$ cat config.mk
export PLATFORM = sky130hd
export DESIGN_NAME = pas_ram
export DESIGN_NICKNAME = d
export VERILOG_FILES = /design/src/sv/pas_ram.sv
export SDC_FILE = /design/constraint.sdc
export NUM_CORES = 1
export LEC_CHECK = 0
export BUFFER_PORTS_ARGS = -buffer_cell sky130_fd_sc_hd__buf_2
export CAP_MARGIN = 20
export CORE_ASPECT_RATIO = 0.7
export CORE_MARGIN = 4
export CORE_UTILIZATION = 40
export DETAILED_ROUTE_END_ITERATION = 16
export HOLD_SLACK_MARGIN = 0.05
export PLACE_DENSITY = 0.68
export REMOVE_ABC_BUFFERS = 1
export SLEW_MARGIN = 20
export SYNTH_ARGS = -nofsm -noshare
export SYNTH_HDL_FRONTEND = slang
export SYNTH_SLANG_ARGS = --single-unit
$ cat constraint.sdc
create_clock -name clk -period 2.24 [get_ports clk]
set_input_delay 0.224 -clock clk [delete_from_list [all_inputs] [get_ports clk]]
set_output_delay 0.224 -clock clk [all_outputs]
set_load 0.1 [all_outputs]
$ cat src/sv/pas_ram.sv
`default_nettype none

module pas_ram #(
	parameter int WIDTH = 8,
	parameter int DEPTH = 16
) (
	input  wire logic                                    clk,
	input  wire logic                                    we,
	input  wire logic [((DEPTH > 1) ? $clog2(DEPTH) : 1)-1:0] waddr,
	input  wire logic [WIDTH-1:0]                        wdata,
	input  wire logic                                    re,
	input  wire logic [((DEPTH > 1) ? $clog2(DEPTH) : 1)-1:0] raddr,
	output      logic [WIDTH-1:0]                        rdata
);

	logic [WIDTH-1:0] mem_q [DEPTH];

	// write port
	always_ff @(posedge clk) begin
		if (we) begin
			mem_q[waddr] <= wdata;
		end
	end

	// registered read port
	always_ff @(posedge clk) begin
		if (re) begin
			rdata <= mem_q[raddr];
		end
	end

endmodule

`default_nettype wire

==> impl_metrics.yaml <==
cts:
  clkTransAtPathRegs_ps: 60
  cts_made_buffers: 17
  clock_sinks: 136
  post_cts_resized: 0
  hold_buffers: 0
  cts_buffer_depth: 2
  htree_levels: 4
  insertion_delay_ps: 410
  root_buffer: "clkbuf_16"
  post_cts_buffers: 0
  tritoncts: "built"
sta:
  fin_skew_ps: 6.32
  report.final.slew_viol_count: 0
  rsz0062_at_grt: "false"
  fin_ws_ps: 811
  finalSetupViolCount: 0
  slew_headroom_pct: 55.3
  finalCritPeriodShare_pct: 63.8
  hold_violations: 0
  holdWs_ps: 181
  max_slew.worst_pin.slew_ps: 669
  fin_tns_setup_ps: 0
  period_needed_ps: 1430
  fmax_ghz: 0.700
critical_path:
  path_class: "flop to flop"
  setup.worst_path.end_class: "flop"
  startpoint: "mem_q[1][5]"
  cp_max_fo: 1
  worstSetupStartpointType: "flop"
  cp.required_ps: 2400
  path_buf_inv: 0
  cp_data_arrival_time_ps: 1580
  slowest_stage: "mux4_1"
  reg2regPathDepth: 3
  cpPeakStageDelay_ps: 520
  r2r-start: "mem_q[1][5]"
  crit_cells: 3
  crit_family: "multiplexers"
  cp_cell_sequence: "mux4_1 > a22oi_1 > nand2_1"
floorplan:
  start_util_pct: 41.5
  fp-row-count: 34
  pin_count: 27
  chipWidth_um: 145
  die_y_um: 104
  core_area_um2: 12600
  dieArea_um2: 15000
worst_hold_path:
  hold_depth: 1
  min_from: "re"
  hold_class: "input pin to flop"
global_route:
  grt-ovfl-total: 0
  grt_usage_pct: 13.8
  grt_pass1_vias: 2429
  antenna_found_initial: 0
  grt_pass1_wl_mm: 14.6
  grt_max_degree: 33
drt:
  dr.pass1.iters: 4
  via_count: 2428
  route.detailed.drc: 0
  drt-total-wl_mm: 9.62
  avgRoutedWirePerCell_um: 21.0
  drt_iter0_markers: 161
  vias_per_cell: 5.30
  antenna_left: 0
yosys:
  yosys_warnings: 0
  synth_cell_types: 18
  ys_seq_area_share_pct: 78.1
  syn_area_um2: 5230
  ys_ff_latch: 136
  synthCells: 229
  syn_avg_cell_area_um2: 22.8
final_layout:
  area_growth_pct: 19.7
  nFillCells: 1014
  n_antenna_cell: 0
  drive_above_1_share_pct: 32.4
  multi_input_area_um2: 1060
  regArea_um2: 4080
  fin_nets: 302
place:
  place_ws_ps: 424
  hpwl_mm: 6.07
  gp_congestion: 0.752
  port-buffer-count: 26
power_and_ir_drop:
  power_density_nw_per_um2: 972
  p_leak_nw: 2.11
  peakVddDrop_mv: 0.539
job:
  maxCapViolations: 0
outcome:
  status: "finished clean"
[area by class of cell]
class,instances,share of cell area (%)
clock buffer,17,6.80
clock inverter,15,3.08
multi-input combinational,83,16.9
sequential,136,65.2
tap,162,3.24
timing repair buffer,45,4.76
[sequential cells by signal (all words and copies together) (netlist names)]
register  cells
rdata         8
mem_q       128
[worst paths after layout]
path | to | slack (ps)
worst max-delay path | rdata[5] | 810
worst min-delay path | rdata[4] | 180
worst max register to register | rdata[5] | 810
worst min register to register | rdata[1] | 760
[kinds of logic (layout without fill, tap and decap cells)]
logic type / count (synthesis) / in the layout / synth area share [%]
DFF: 136 / 136 / 78.1
and+or+nand+nor: 35 / 35 / 3.14
muxes: 32 / 32 / 14.8
AOI/OAI and AO/OA: 16 / 16 / 2.30
buffers and inverters: 10 / 77 / 1.65
[power by group]
part | internal, mW | total, mW | switching (mW)
Clock | 1.77 | 2.86 | 1.08
Combinational | 0.112 | 0.345 | 0.233
Sequential | 2.87 | 2.88 | 0.0122
Total | 4.75 | 6.08 | 1.33
[cells in the final DEF (no fill, tap or decap), drive strengths merged]
master    count
and2b         1
nand2b        2
clkinvlp      4
nor2         13
nand3b        2
bufinv        3
clkbuf       17
a22oi        16
or3b          1
inv           4
nor3          4
edfxtp      136
nand3         1
nor2b         1
mux4         32
buf          45
clkinv        4
nand2         9
and2          1
[worst reg2reg max path: cells and delay by family, from the launching register on]
family / cells / cell delay [ps]
mux: 1 / 520
flops: 1 / 360
simple gates: 1 / 90
compound gates: 1 / 210
[metal layers]
metal	up-vias	global-route usage, %	share of wire [%]
li1	1096	-	-
met1	1224	20.9	45
met2	104	18.7	45
met3	4	4.24	9.8
met4	0	5.39	0.42
met5	-	0	0
[cells in the mapped netlist]
master / instances / area, um^2
nand3b_1: 2 / 15.0
nor2_1: 13 / 48.8
nand3_1: 1 / 5.00
nor3_1: 4 / 20.0
buf_2: 3 / 15.0
a22oi_1: 16 / 120
nand2_1: 9 / 33.8
and2b_1: 1 / 7.51
buf_6: 3 / 33.8
edfxtp_1: 136 / 4080
or3b_2: 1 / 8.76
and2_1: 1 / 6.26
mux4_2: 18 / 405
nand2b_1: 2 / 12.5
mux4_1: 14 / 368
nor2b_1: 1 / 6.26
buf_4: 1 / 7.51
clkdlybuf4s25_2: 3 / 30.0
[stage by stage]
| step | cell area, um^2 | power [mW] | cells | util [%] |
|---|---|---|---|---|
| floorplan | 5140 | 3.14 | 219 | - |
| global placement | 5640 | 3.27 | 426 | 44.8 |
| detailed placement | 5640 | 3.28 | 426 | 44.8 |
| CTS | 6260 | 6.13 | 458 | 49.7 |
| global route | 6260 | 6.29 | 458 | 49.7 |
| finish | 6260 | 6.08 | 458 | 49.7 |
Power figures use the tool's default switching activity.
